[src/design/rectangle_draw_engine_macros.svh]
// Assertion macros for the rectangle draw engine.
// Both expect aclk and aresetn in scope.
`ifndef RECTANGLE_DRAW_ENGINE_MACROS_SVH
`define RECTANGLE_DRAW_ENGINE_MACROS_SVH

// Same-cycle implication
`define RDE_ASSERT_IMP(lbl, ante, cons, msg) \
    lbl: assert property (@(posedge aclk) disable iff (!aresetn) (ante) |-> (cons)) \
        else $error(msg);

// Next-cycle implication
`define RDE_ASSERT_NXT(lbl, ante, cons, msg) \
    lbl: assert property (@(posedge aclk) disable iff (!aresetn) (ante) |=> (cons)) \
        else $error(msg);

`endif

[src/design/rde_pkg.sv]
package rde_pkg;

    // Frame buffer geometry
    localparam int FB_WIDTH   = 256;
    localparam int FB_HEIGHT  = 256;
    localparam int PIXEL_BITS = 8;
    localparam int FB_DEPTH   = FB_WIDTH * FB_HEIGHT;
    localparam int ADDR_W     = $clog2(FB_DEPTH);
    localparam int XW         = $clog2(FB_WIDTH);
    localparam int YW         = $clog2(FB_HEIGHT);

    // Item field widths
    localparam int CMD_W   = 2;
    localparam int CRN_W   = 8;
    localparam int SIZE_W  = 10;
    localparam int COLOR_W = 8;
    localparam int RV_W    = 8;
    // signed span of corner + size - 1
    localparam int CRD_W   = 11;

    // Microprogram step counter
    localparam int STEP_W = 4;

    // Step addresses
    localparam logic [STEP_W-1:0] ST_CLR_INIT = 4'd0;
    localparam logic [STEP_W-1:0] ST_CLR_LOOP = 4'd1;
    localparam logic [STEP_W-1:0] ST_DRAIN    = 4'd2;
    localparam logic [STEP_W-1:0] ST_IDLE     = 4'd3;
    localparam logic [STEP_W-1:0] ST_SORT     = 4'd4;
    localparam logic [STEP_W-1:0] ST_DRAW     = 4'd5;
    localparam logic [STEP_W-1:0] ST_RESULT   = 4'd6;
    localparam logic [STEP_W-1:0] ST_BACK     = 4'd7;
    localparam logic [STEP_W-1:0] ST_READ     = 4'd8;
    localparam logic [STEP_W-1:0] ST_CAPT     = 4'd9;

    typedef enum logic [CMD_W-1:0] {
        OP_OUTLINE = 2'd0,
        OP_FILL    = 2'd1,
        OP_XFILL   = 2'd2,
        OP_READ    = 2'd3
    } cmd_t;

    // Datapath actions
    typedef enum logic [2:0] {
        A_NOP,
        A_CLRINIT,
        A_SORT,
        A_PIXEL,
        A_READ,
        A_CAPT
    } act_t;

    // Jump conditions
    typedef enum logic [2:0] {
        C_NEVER,
        C_ALWAYS,
        C_NO_ITEM,
        C_MORE,
        C_IS_READ,
        C_OUT_BUSY
    } cond_t;

    typedef struct packed {
        act_t              act;
        cond_t             cond;
        logic [STEP_W-1:0] target;
        logic              take;
        logic              emit;
    } ctrl_t;

    typedef struct packed {
        logic last;
        logic is_read;
        logic wr_pend;
    } stat_t;

    // Control store
    function automatic ctrl_t ucode(input logic [STEP_W-1:0] step);
        ctrl_t w;
        w = '{act: A_NOP, cond: C_ALWAYS, target: ST_IDLE, take: 1'b0, emit: 1'b0};
        case (step)
            ST_CLR_INIT: w = '{A_CLRINIT, C_NEVER,    ST_CLR_INIT, 1'b0, 1'b0};
            ST_CLR_LOOP: w = '{A_PIXEL,   C_MORE,     ST_CLR_LOOP, 1'b0, 1'b0};
            ST_DRAIN:    w = '{A_NOP,     C_NEVER,    ST_DRAIN,    1'b0, 1'b0};
            ST_IDLE:     w = '{A_NOP,     C_NO_ITEM,  ST_IDLE,     1'b1, 1'b0};
            ST_SORT:     w = '{A_SORT,    C_IS_READ,  ST_READ,     1'b0, 1'b0};
            ST_DRAW:     w = '{A_PIXEL,   C_MORE,     ST_DRAW,     1'b0, 1'b0};
            ST_RESULT:   w = '{A_NOP,     C_OUT_BUSY, ST_RESULT,   1'b0, 1'b1};
            ST_BACK:     w = '{A_NOP,     C_ALWAYS,   ST_IDLE,     1'b0, 1'b0};
            ST_READ:     w = '{A_READ,    C_NEVER,    ST_READ,     1'b0, 1'b0};
            ST_CAPT:     w = '{A_CAPT,    C_ALWAYS,   ST_RESULT,   1'b0, 1'b0};
            default:     w = '{A_NOP,     C_ALWAYS,   ST_IDLE,     1'b0, 1'b0};
        endcase
        return w;
    endfunction

endpackage

[src/design/rde_seq.sv]
module rde_seq (
    input  logic            aclk,
    input  logic            aresetn,
    input  logic            item_valid,
    input  logic            out_free,
    input  rde_pkg::stat_t  stat,
    output rde_pkg::ctrl_t  ctrl
);

    logic [rde_pkg::STEP_W-1:0] step_reg;
    logic [rde_pkg::STEP_W-1:0] step_next;
    logic                       jump;

    // control word of the current step
    assign ctrl = rde_pkg::ucode(step_reg);

    // condition select
    always_comb begin
        case (ctrl.cond)
            rde_pkg::C_NEVER:    jump = 1'b0;
            rde_pkg::C_ALWAYS:   jump = 1'b1;
            rde_pkg::C_NO_ITEM:  jump = !item_valid;
            rde_pkg::C_MORE:     jump = !stat.last;
            rde_pkg::C_IS_READ:  jump = stat.is_read;
            rde_pkg::C_OUT_BUSY: jump = !out_free;
            default:             jump = 1'b1;
        endcase
    end

    assign step_next = jump ? ctrl.target : step_reg + 1'b1;

    always_ff @(posedge aclk) begin
        if (!aresetn) begin
            step_reg <= rde_pkg::ST_CLR_INIT;
        end else begin
            step_reg <= step_next;
        end
    end

endmodule

[config.mk]
export PLATFORM = sky130hd
export DESIGN_NAME = rde_seq
export DESIGN_NICKNAME = d
export VERILOG_FILES = /design/src/design/rectangle_draw_engine_macros.svh /design/src/design/rde_pkg.sv /design/src/design/rde_seq.sv
export SDC_FILE = /design/constraint.sdc
export NUM_CORES = 1
export LEC_CHECK = 0
export ABC_AREA = 1
export ABC_CLOCK_PERIOD_IN_PS = 4000
export BUFFER_PORTS_ARGS = -buffer_cell sky130_fd_sc_hd__buf_2
export CORE_UTILIZATION = 55
export CTS_CLUSTER_SIZE = 8
export DETAILED_ROUTE_END_ITERATION = 16
export GPL_TIMING_DRIVEN = 0
export HOLD_SLACK_MARGIN = 0.06
export PLACE_DENSITY = 0.78
export SLEW_MARGIN = 20
export SYNTH_ARGS = -nofsm -noshare
export SYNTH_HDL_FRONTEND = slang
export SYNTH_SLANG_ARGS = --single-unit
export TNS_END_PERCENT = 30
[constraint.sdc]
create_clock -name aclk -period 4 [get_ports aclk]
set_input_delay 0.6 -clock aclk [delete_from_list [all_inputs] [get_ports aclk]]
set_output_delay 0.6 -clock aclk [all_outputs]
set_load 0.01 [all_outputs]
# ---- After elaboration in Yosys (flattened, before gate mapping)
# Memories as Yosys holds them, arrays and structs flattened. A register that Yosys moved wholly into a read port is not among the register bits.
# Index checks and enable logic that the tools add are counted.
dict set report op_classes {
  muxes 3
  add_sub_neg 1
  n_eq_ne 4
  n_reduce_logical 4
}
# cell count
set op_table {}
lappend op_table {{$mux 4} 2}
lappend op_table {{$eq 3x2->1 const B} 2}
lappend op_table {{$eq 3x3->1 const B} 2}
lappend op_table {{$pmux 1 s5} 1}
lappend op_table {{$add 4x1->4 const B} 1}
lappend op_table {{$logic_not 1->1} 3}
lappend op_table {{$logic_not 3->1} 1}
dict set report word_totals {
  rom_bits 192
  reg_bits 4
  in_bits 7
  mem_count 1
  output_inout_bits 12
  word_cells 14
}
# name words width rd rd_ports_with_merged_regs write_ports line
set memory_table {}
lappend memory_table {{(name not given)} 16 12 1 1 0 rde_pkg.sv:81} ;# case (step)

# ---- Logic depth before layout (Yosys ltp)
# Gate-level depths: netlist of run 1.
dict set report depth {
  depth_word 4
  ltp_mapped 11
  ltp_nobuf 11
}

# ---- Least setup slack after synthesis of run 1
# Ideal clock, no wire load.
dict set report synth_path {
  path_kind {in2reg}
  start {in stat[1] (netlist bit)}
  end {reg, netlist name ctrl[4]}
  path_stages 9
  required_ns 3.885
  setup_ns 0.115
  setup_slack_ns 2.456
  path_buffers 0
  arrival_ns 1.429
  cell_sequence {or2_1 > nand2_2 > nand2_4 > nand3_2 > nand2_2 > nor2_4 > nand2_1 > nand2_1 > a21oi_2}
}
dict set report synth_between {
  elab_chain_cells 3
}
# item line
set synth_rtl {}
lappend synth_rtl {{start: declaration} rde_seq.sv:6} ;# input rde_pkg::stat_t stat,
lappend synth_rtl {{$pmux 1 s5} rde_seq.sv:19} ;# case (ctrl.cond)
lappend synth_rtl {{$mux 4} rde_seq.sv:30} ;# assign step_next = jump ? ctrl.target : step_reg + 1'b1;
lappend synth_rtl {{$mux 4 (no source line)} n/a}
# Every way passes these cells.
# A chain may end at the register's enable or synchronous reset.

# ---- Worst setup path after layout of run 1
dict set report layout_path {
  start {reg, netlist name ctrl[6]}
  end {out ctrl[6] (netlist bit)}
}
# item line
set layout_lines {}
lappend layout_lines {{end: declaration} rde_seq.sv:7} ;# output rde_pkg::ctrl_t ctrl
# No word-level cell between the ends.

==> results of run 1 <==
-- metrics by stage --
step,std cells,power (mW)
after detailed placement,133,0.862
after floorplan,100,0.736
after global routing,136,1.01
after CTS,136,0.943
after global placement,133,0.845
final,136,0.936
-- worst max-delay path by stage --
stage | from | endpoint | slack [ns] | cells after the start
after CTS | ctrl[6]$_DFF_P_ | ctrl[6] | 2.49 | 1
after floorplan | stat[1] | ctrl[4]$_DFF_P_ | 2.46 | 9
after detailed placement | stat[1] | ctrl[6]$_DFF_P_ | 2.24 | 10
after global placement | stat[1] | ctrl[4]$_DFF_P_ | 2.26 | 10
final | ctrl[6]$_DFF_P_ | ctrl[6] | 2.49 | 1
after global routing | ctrl[7]$_SDFF_PP0_ | ctrl[4]$_DFF_P_ | 2.43 | 9
-- layer usage --
| layer | up-vias | share of wire | GRT usage |
|---|---|---|---|
| met5 | - | 0 | 0 |
| met4 | 0 | 0.035 | 0.135 |
| met3 | 7 | 0.020 | 0.0391 |
| met2 | 11 | 0.50 | 0.353 |
| met1 | 313 | 0.45 | 0.237 |
| li1 | 350 | - | - |
-- where the power goes --
part	switching, mW	total [mW]	internal, mW
Sequential	0.0415	0.267	0.225
Combinational	0.383	0.589	0.206
Clock	0.0457	0.0807	0.0350
Total	0.470	0.936	0.467
-- layout make-up --
cell class	count	area, um2
fill	130	489
timing repair buffer	17	85.1
multi-input combinational	69	490
inverter	15	61.3
sequential	16	320
clock buffer	3	22.5
tap	16	20.0
-- layout by cell type (no fill, tap or decap), drive strengths merged --
cell,n
dfxtp,16
clkinv,1
a21oi,3
ha,1
xnor2,2
nor3,2
buf,17
nand3,14
clkbuf,3
or2,1
nand2,34
nor2,9
inv,14
o21a,1
o21ai,2
-- logic make-up after synthesis --
group / synth area share
xor gates and xnor gates: 0.0201
DFF: 0.367
and+or+nand+nor: 0.473
buffers and inverters: 0.0703
AOI/OAI and AO/OA: 0.0545
adders and majority gates: 0.0143
==> summary.txt, run 1 <==
Status
  – Run status: finished, final reports clean

Critical path
  – Buf+Inv Stages, Crit Path: 1
  – FF-to-FF setup slack: 2.58 ns
  – Crit path capture type: output pin
  – Critical-path cell list: buf_2
  – Largest stage delay, worst path: 0.45 ns
  – Startpoint type of the worst setup path: flip-flop
  – Endpoint of the worst-slack reg-to-reg timing path: ctrl[6]$_DFF_P_
  – Critical Path RT: 3.40 ns
  – Worst reg2reg path startpoint: ctrl[7]$_SDFF_PP0_
  – Data arrival time at the worst-slack endpoint: 0.91 ns
  – Kind of cell with the highest combined delay on the critical path: flip-flops
  – Number of cells on the worst reg-to-reg path: 9
  – Critical setup path kind: flip-flop to output pin
  – Slowest cell on the critical path: sky130_fd_sc_hd__dfxtp_1
  – Largest driver fanout on the critical path: 5

Floorplanning
  – Initial core utilization: 0.586
  – Width of the die: 41.8 um
  – Top-Level Pins: 19
  – Core box area: 1490 um2
  – Die Footprint: 1750 um2
  – Site Rows: 14
  – DIE HEIGHT: 41.8 um

Power
  – Highest ir drop seen on vdd: 0.528 mV
  – Leak: 0.490 nW
  – Power density normalized to cell area: 937 nW/um2

Clock tree
  – Number of levels in the clock H-tree: 1
  – Clock-pin transition on the worst setup and hold timing paths: 0.08 ns
  – TritonCTS buffer count: 3
  – # hold bufs at CTS: 0
  – Clock sink count: 16
  – Clock root buffer: sky130_fd_sc_hd__clkbuf_4
  – Post-CTS Setup Bufs: 0
  – Longest Clk Path Bufs: 2
  – Insertion delay to the later sink of the worst-skew pair: 0.28 ns
  – CTS-repair resized insts: 0
  – CTS tree: yes

Placed design
  – Minimum setup slack after placement: 2.24 ns
  – Port buffer count: 17
  – Post-placement cell area: 977 um2
  – Half-perimeter wire length after detailed placement: 1.29 mm
  – Final RePlAce weighted congestion: 0.793

Yosys
  – Count of unique library cells instantiated by Yosys: 20
  – Library cell with the largest summed area after synthesis: sky130_fd_sc_hd__dfxtp_1
  – Cell area after synthesis: 872 um2
  – Flip-flop and latch count after synthesis: 16
  – Sequential cell area fraction in the yosys report: 0.367
  – Most frequent cell after synthesis: sky130_fd_sc_hd__nand2_1
  – Area fraction of the dominant cell type after synthesis: 0.367
  – Post-Synthesis Net Count: 108
  – Post-synthesis average cell area: 8.72 um2
  – Proportion of register bits with asynchronous set or reset after synthesis: 0
  – Mapped Cells: 100
  – Warning count from the yosys run: 0
  – Cell types with the highest counts after synthesis: 22 x sky130_fd_sc_hd__nand2_1, 16 x sky130_fd_sc_hd__dfxtp_1, 13 x sky130_fd_sc_hd__inv_1
  – Largest cells by area after synthesis: sky130_fd_sc_hd__dfxtp_1 37%, sky130_fd_sc_hd__nand3_4 10%, sky130_fd_sc_hd__nand2_1 9.5%
  – Number of synthesized flops with an enable pin: 0
  – Primary FF master, synth: sky130_fd_sc_hd__dfxtp_1

Drt
  – Number of design rule violations left after detail routing: 0
  – Detail Route Antenna Nets: 0
  – Number of vias after detailed routing: 681
  – Count of routing violations after the opening detailed-route iteration: 18
  – Pre-antenna DRT Iters: 4
  – Post-DR vias/cell: 5.01
  – Final wirelength: 1.57 mm
  – Routed length per instance: 11.5 um

Timing
  – Post-layout minimum cycle time: 1.51 ns
  – Transition time at the pin with the least slew margin: 0.239 ns
  – Final cycle utilization of the critical path: 0.378
  – Final count of negative-setup-slack endpoints: 0
  – Worst path setup slack after routing: 2.49 ns
  – Worst hold slack: 0.657 ns
  – Final hold violations: 0
  – Relative slew slack: 0.841
  – Peak Freq: 662 MHz
  – Number of max-slew violations in the final report: 0
  – Final setup TNS: 0 ns
  – Clock skew: 0.00465 ns
  – Unrepaired setup endpoints after global routing: false

Finish
  – Total inserted antenna cells: 0
  – Share of the core filled with cells in the final layout: 0.671
  – Synth-to-layout area growth: 14.6%
  – Fraction of final layout cells with drive strength greater than 1: 0.433
  – Largest register FFs: 12
  – Summed area of non-filler cells in the final layout: 1000 um2
  – Net count reported at finish: 130

GRT
  – Global-route wire length before repair: 2.67 mm
  – Overall global routing resource usage: 0.209
  – Maximum number of pins on one net before global-route repair: 9
  – Antenna violations before repair: 0
  – Vias in the first global route: 647
  – Total congestion overflow after global routing: 0

Min path
  – Hold Path Cell Cnt: 4
  – Hold Path Sink: step_reg[0]$_SDFF_PN0_
  – HP Start: ctrl[2]$_DFF_P_
  – Hold crit path type: flip-flop to flip-flop

Run
  – Number of max-cap violations: 0
(Power assumes the default switching activity.)
==> run 2, diff against run 1 <==
Settings changed: ABC_CLOCK_PERIOD_IN_PS 4000 to 1600, CORE_UTILIZATION 55 to 52, PLACE_DENSITY 0.78 to 0.74.
Clock period 4 ns to 1.6 ns, I/O delays scaled along.
==> run 2 against run 1 <==
Sequential cell count unchanged. Worst setup slack got worse by 2.3 ns. Critical endpoint is now ctrl[4]$_DFF_P_. Core utilization decreased by 2.3 points. Final area unchanged.
==> summary.txt, run 2 (synthesis gave the netlist of run 1 again) <==
Status
  – Run status: finished, final reports clean (unchanged)

Timing
  – Peak Freq: 702 MHz
  – Clock skew: 0.00320 ns (was 0.00465 ns)
  – Final cycle utilization of the critical path: 0.890
  – Post-layout minimum cycle time: 1.42 ns
  – Transition time at the pin with the least slew margin: 0.238 ns (was 0.239 ns)
  – Worst path setup slack after routing: 0.176 ns (was 2.49 ns)
  – Final count of negative-setup-slack endpoints: 0 (unchanged)
  – Unrepaired setup endpoints after global routing: false (unchanged)
  – Final setup TNS: 0 ns (unchanged)
  – Final hold violations: 0 (unchanged)
  – Number of max-slew violations in the final report: 0 (unchanged)
  – Relative slew slack: 0.841 (about the same)

GRT
  – Antenna violations before repair: 0 (unchanged)
  – Overall global routing resource usage: 0.181 (was 0.209)
  – Total congestion overflow after global routing: 0 (unchanged)
  – Global-route wire length before repair: 2.50 mm (was 2.67 mm)
  – Maximum number of pins on one net before global-route repair: 9 (unchanged)
  – Vias in the first global route: 628 (was 647)

Finish
  – Commonest non-fill, non-tap cell in the layout: sky130_fd_sc_hd__nand2_1 (unchanged)
  – Synth-to-layout area growth: 14.6% (unchanged)
  – Total inserted antenna cells: 0 (unchanged)
  – Filler cells: 133 (was 130)
  – Net count reported at finish: 130 (unchanged)
  – Largest register FFs: 12 (unchanged)
  – Layout Cells excl Fill: 136 (unchanged)
  – Commonest cells after routing, fill and taps aside: 22 x sky130_fd_sc_hd__nand2_1, 17 x sky130_fd_sc_hd__buf_2, 16 x sky130_fd_sc_hd__dfxtp_1 (unchanged)
  – Share of the core filled with cells in the final layout: 0.649 (was 0.671)
  – Fraction of final layout cells with drive strength greater than 1: 0.433 (unchanged)

Drt
  – Detail Route Antenna Nets: 0 (unchanged)
  – Pre-antenna DRT Iters: 4 (unchanged)
  – Routed length per instance: 10.4 um (was 11.5 um)
  – Post-DR vias/cell: 5.04 (was 5.01)
  – Final wirelength: 1.41 mm (was 1.57 mm)
  – Number of design rule violations left after detail routing: 0 (unchanged)
  – Number of vias after detailed routing: 685 (was 681)
  – Count of routing violations after the opening detailed-route iteration: 5 (was 18)

Min path
  – Hold crit path type: input pin to flip-flop (was flip-flop to flip-flop)
  – Hold Path Sink: step_reg[3]$_SDFF_PN0_ (was step_reg[0]$_SDFF_PN0_)
  – HP Start: aresetn (was ctrl[2]$_DFF_P_)
  – Hold Path Cell Cnt: 3 (was 4)

Clock tree
  – Clock sink count: 16 (unchanged)
  – CTS tree: yes (unchanged)
  – Insertion delay to the later sink of the worst-skew pair: 0.28 ns (about the same)
  – Clock root buffer: sky130_fd_sc_hd__clkbuf_4 (unchanged)
  – Number of levels in the clock H-tree: 1 (unchanged)
  – CTS-repair resized insts: 0 (unchanged)
  – # hold bufs at CTS: 0 (unchanged)
  – Longest Clk Path Bufs: 2 (unchanged)
  – Post-CTS Setup Bufs: 0 (unchanged)
  – TritonCTS buffer count: 3 (unchanged)
  – Clock-pin transition on the worst setup and hold timing paths: 0.08 ns (about the same)

Critical path
  – Critical-path cell list: or2_1 -> nand2_2 -> nand2_4 -> nand3_2 -> nand2_2 -> nor2_4 -> nand2_1 -> nand2_1 -> a21oi_2 (was buf_2)
  – Endpoint of the worst-slack reg-to-reg timing path: ctrl[4]$_DFF_P_ (was ctrl[6]$_DFF_P_)
  – Buf+Inv Stages, Crit Path: 0 (was 1)
  – Data arrival time at the worst-slack endpoint: 1.60 ns (was 0.91 ns)
  – Number of cells on the worst reg-to-reg path: 9 (unchanged)
  – FF-to-FF setup slack: 0.18 ns (was 2.58 ns)
  – Critical Path RT: 1.78 ns (was 3.40 ns)
  – Startpoint type of the worst setup path: flip-flop (unchanged)
  – Kind of cell with the highest combined delay on the critical path: simple AND/OR/NAND/NOR gates (was flip-flops)
  – Largest driver fanout on the critical path: 8 (was 5)
  – Crit path capture type: flip-flop (was output pin)
  – Critical setup path kind: flip-flop to flip-flop (was flip-flop to output pin)
  – Slowest cell on the critical path: sky130_fd_sc_hd__dfxtp_1 (unchanged)
  – Worst reg2reg path startpoint: ctrl[7]$_SDFF_PP0_ (unchanged)
  – Largest stage delay, worst path: 0.36 ns (was 0.45 ns)

Placed design
  – Port buffer count: 17 (unchanged)
  – Minimum setup slack after placement: 0.188 ns (was 2.24 ns)
  – # placed instances: 133 (unchanged)
  – Half-perimeter wire length after detailed placement: 1.18 mm (was 1.29 mm)
  – Final RePlAce weighted congestion: 0.741 (was 0.793)

Power
  – Highest ir drop seen on vdd: 1.22 mV (was 0.528 mV)
  – Power density normalized to cell area: 2310 nW/um2 (was 937 nW/um2)
  – Leak: 0.490 nW (unchanged)
  – Power Total: 2.31 mW (was 0.936 mW)

Run
  – Number of max-cap violations: 0 (unchanged)

Floorplanning
  – Site Rows: 14 (unchanged)
  – DIE HEIGHT: 43.0 um (was 41.8 um)
  – Die Footprint: 1840 um2 (was 1750 um2)
  – Core box area: 1540 um2 (was 1490 um2)
  – Initial core utilization: 0.566 (was 0.586)
  – Top-Level Pins: 19 (unchanged)
  – Width of the die: 43.0 um (was 41.8 um)
## run 2: through the flow
step / instance area, um2 / hold slack, ns
6_report: 1000 / 0.342
5_1_grt: 1000 / 0.351
4_1_cts: 1000 / 0.337
3_5_place_dp: 977 / 0.632
3_3_place_gp: 977 / 0.634
2_1_floorplan: 872 / 0.396
## run 2: how the worst max path moves through the flow
stage	startpoint	end	slack (ns)	cells past startpoint
finish	ctrl[7]$_SDFF_PP0_	ctrl[4]$_DFF_P_	0.18	9
global route	ctrl[7]$_SDFF_PP0_	ctrl[2]$_DFF_P_	0.05	8
CTS	ctrl[7]$_SDFF_PP0_	ctrl[4]$_DFF_P_	0.18	9
detailed placement	ctrl[7]$_SDFF_PP0_	ctrl[4]$_DFF_P_	0.19	9
global placement	ctrl[7]$_SDFF_PP0_	ctrl[4]$_DFF_P_	0.21	9
floorplan	ctrl[7]$_SDFF_PP0_	ctrl[4]$_DFF_P_	0.27	9
## run 2: worst min-delay path: stages
cell                      delay, ns
sky130_fd_sc_hd__buf_2         0.18
sky130_fd_sc_hd__nand2_2       0.11
sky130_fd_sc_hd__nor2_4        0.05
## run 2: power breakdown
part | internal [mW] | switching, mW
registers | 0.563 | 0.101
clock network | 0.0873 | 0.112
logic | 0.514 | 0.928
total | 1.17 | 1.14
## run 2: final cells by class
class	instances	area, um2	area share
repair buffers	17	85.1	0.0851
multi-input cells	69	490	0.491
flip-flops and latches	16	320	0.320
clock buffers	3	22.5	0.0225
well taps	16	20.0	0.0200
inverters	15	61.3	0.0613
## run 2: layer usage
metal,vias up,part of all wire,global-route usage
met2,10,0.49,0.285
met4,0,0.016,0.0909
met1,316,0.47,0.231
met3,5,0.026,0.0383
met5,-,0,0
li1,354,-,-
==> run 3, diff against run 2 <==
Settings changed: ABC_CLOCK_PERIOD_IN_PS 1600 to 1500, GPL_TIMING_DRIVEN 0 to unset.
Clock period 1.6 ns to 1.5 ns, I/O delays scaled along.
==> run 3 against run 2 <==
Sequential power rose by 7.8%. Hold slack got worse by 0.0027 ns. Core utilization rose by 0.65 points. Power rose by 8.8%. Die area did not move. Combinational power rose by 9.7%. Clock power rose by 9%.
==> summary.txt, run 3 (synthesis gave the netlist of run 1 again) <==
Critical path
  – Largest driver fanout on the critical path: 8 (unchanged)
  – Data arrival time at the worst-slack endpoint: 1.60 ns (about the same)
  – Critical-path cell list: or2_1 -> nand2_2 -> nand2_4 -> nand3_2 -> nand2_2 -> nor2_4 -> nand2_1 -> nand2_1 -> a21oi_2 (unchanged)
  – Number of cells on the worst reg-to-reg path: 9 (unchanged)
  – Critical Path RT: 1.68 ns (was 1.78 ns)
  – Buf+Inv Stages, Crit Path: 0 (unchanged)
  – Startpoint type of the worst setup path: flip-flop (unchanged)
  – Critical setup path kind: flip-flop to flip-flop (unchanged)
  – Kind of cell with the highest combined delay on the critical path: simple AND/OR/NAND/NOR gates (unchanged)
  – Slowest cell on the critical path: sky130_fd_sc_hd__dfxtp_2 (was sky130_fd_sc_hd__dfxtp_1)
  – Worst path depth: 9 (unchanged)
  – Crit path capture type: flip-flop (unchanged)
  – Largest stage delay, worst path: 0.35 ns (was 0.36 ns)

Timing
  – Final hold violations: 0 (unchanged)
  – Peak Freq: 703 MHz (was 702 MHz)
  – Relative slew slack: 0.840 (was 0.841)
  – Final setup TNS: 0 ns (unchanged)
  – Post-layout minimum cycle time: 1.42 ns (about the same)
  – Unrepaired setup endpoints after global routing: true (was false)
  – Final count of negative-setup-slack endpoints: 0 (unchanged)
  – Final cycle utilization of the critical path: 0.949 (was 0.890)
  – Transition time at the pin with the least slew margin: 0.240 ns (was 0.238 ns)
  – Clock skew: 0.00182 ns (was 0.00320 ns)
  – Number of max-slew violations in the final report: 0 (unchanged)

Floorplanning
  – Width of the die: 43.0 um (unchanged)
  – DIE HEIGHT: 43.0 um (unchanged)
  – Core box area: 1540 um2 (unchanged)
  – Die Footprint: 1840 um2 (unchanged)
  – Site Rows: 14 (unchanged)
  – Top-Level Pins: 19 (unchanged)
  – Initial core utilization: 0.566 (unchanged)

Drt
  – Count of routing violations after the opening detailed-route iteration: 6 (was 5)
  – Post-DR vias/cell: 4.96 (was 5.04)
  – Detail Route Antenna Nets: 0 (unchanged)
  – Number of vias after detailed routing: 675 (was 685)
  – Final wirelength: 1.48 mm (was 1.41 mm)
  – Pre-antenna DRT Iters: 4 (unchanged)
  – Routed length per instance: 10.8 um (was 10.4 um)
  – Number of design rule violations left after detail routing: 0 (unchanged)

GRT
  – Maximum number of pins on one net before global-route repair: 9 (unchanged)
  – Overall global routing resource usage: 0.190 (was 0.181)
  – Vias in the first global route: 630 (was 628)
  – Global-route wire length before repair: 2.64 mm (was 2.50 mm)
  – Total congestion overflow after global routing: 0 (unchanged)
  – Antenna violations before repair: 0 (unchanged)

Finish
  – Summed area of non-filler cells in the final layout: 1010 um2 (was 1000 um2)
  – Net count reported at finish: 130 (unchanged)
  – Share of the core filled with cells in the final layout: 0.655 (was 0.649)
  – Synth-to-layout area growth: 15.8% (was 14.6%)
  – Total inserted antenna cells: 0 (unchanged)
  – Commonest non-fill, non-tap cell in the layout: sky130_fd_sc_hd__nand2_1 (unchanged)
  – Commonest cells after routing, fill and taps aside: 22 x sky130_fd_sc_hd__nand2_1, 17 x sky130_fd_sc_hd__buf_2, 14 x sky130_fd_sc_hd__dfxtp_1 (was 22 x sky130_fd_sc_hd__nand2_1, 17 x sky130_fd_sc_hd__buf_2, 16 x sky130_fd_sc_hd__dfxtp_1)
  – Fraction of final layout cells with drive strength greater than 1: 0.450 (was 0.433)
  – Layout Cells excl Fill: 136 (unchanged)
  – Largest register FFs: 12 (unchanged)

Placed design
  – Port buffer count: 17 (unchanged)
  – Post-placement cell area: 977 um2 (unchanged)
  – Final RePlAce weighted congestion: 0.742 (was 0.741)
  – # placed instances: 133 (unchanged)
  – Half-perimeter wire length after detailed placement: 1.19 mm (was 1.18 mm)

Power
  – Leak: 0.491 nW (was 0.490 nW)
  – Power density normalized to cell area: 2480 nW/um2 (was 2310 nW/um2)
  – Highest ir drop seen on vdd: 1.29 mV (was 1.22 mV)

Clock tree
  – Post-CTS Setup Bufs: 0 (unchanged)
  – TritonCTS buffer count: 3 (unchanged)
  – Clock-pin transition on the worst setup and hold timing paths: 0.08 ns (about the same)
  – Clock root buffer: sky130_fd_sc_hd__clkbuf_4 (unchanged)
  – Number of levels in the clock H-tree: 1 (unchanged)
  – Insertion delay to the later sink of the worst-skew pair: 0.28 ns (about the same)
  – CTS tree: yes (unchanged)
  – Clock sink count: 16 (unchanged)
  – Longest Clk Path Bufs: 2 (unchanged)

Min path
  – Hold Path Cell Cnt: 3 (unchanged)
  – Hold crit path type: input pin to flip-flop (unchanged)

Status
  – Run status: finished, final reports clean (unchanged)

Run
  – Number of max-cap violations: 0 (unchanged)
==> run 3: repair_timing <==
| action | CTS | global route |
|---|---|---|
| gates resized for setup | 0 | 3 |
| endpoints found under the setup margin | 0 | 8 |
| hold buffers | 0 | 0 |
==> run 3: worst paths after layout <==
kind | startpoint | endpoint | slack (ns)
worst min-delay path | aresetn | step_reg[3]$_SDFF_PN0_ | 0.34
worst min register to register | ctrl[2]$_DFF_P_ | step_reg[0]$_SDFF_PN0_ | 0.67
worst max register to register | ctrl[7]$_SDFF_PP0_ | ctrl[4]$_DFF_P_ | 0.08
worst max-delay path | ctrl[7]$_SDFF_PP0_ | ctrl[4]$_DFF_P_ | 0.08
==> run 3: area by class of cell <==
| type | instances | area [um2] |
|---|---|---|
| tap | 16 | 20.0 |
| clock buffer | 3 | 22.5 |
| fill | 135 | 532 |
| sequential | 16 | 323 |
| inverter | 15 | 61.3 |
| multi-input combinational | 69 | 498 |
| timing repair buffer | 17 | 85.1 |
==> run 3: metal layers <==
metal | part of all wire | GRT usage
met5 | 0 | 0
met4 | 0.013 | 0.0909
met3 | 0.028 | 0.0383
met2 | 0.48 | 0.303
met1 | 0.48 | 0.243
==> run 3: power by group <==
part	total (mW)	switching [mW]	internal (mW)
registers	0.716	0.110	0.606
logic	1.58	1.02	0.556
clock network	0.216	0.123	0.0931
total	2.51	1.25	1.26
==> run 3: worst min-delay path, stage by stage <==
cell and delay (ns):
sky130_fd_sc_hd__buf_2 0.18, sky130_fd_sc_hd__nand2_2 0.11, sky130_fd_sc_hd__nor2_4 0.06
==> run 3: metrics by stage <==
stage                     hold slack (ns)  setup WS, ns  power (mW)
after CTS                           0.325        0.0469        2.51
after floorplan                     0.381         0.165        1.96
after global routing                0.349       -0.0192        2.74
after global placement              0.618         0.119        2.25
after detailed placement            0.619        0.0807        2.29
final                               0.340        0.0765        2.51
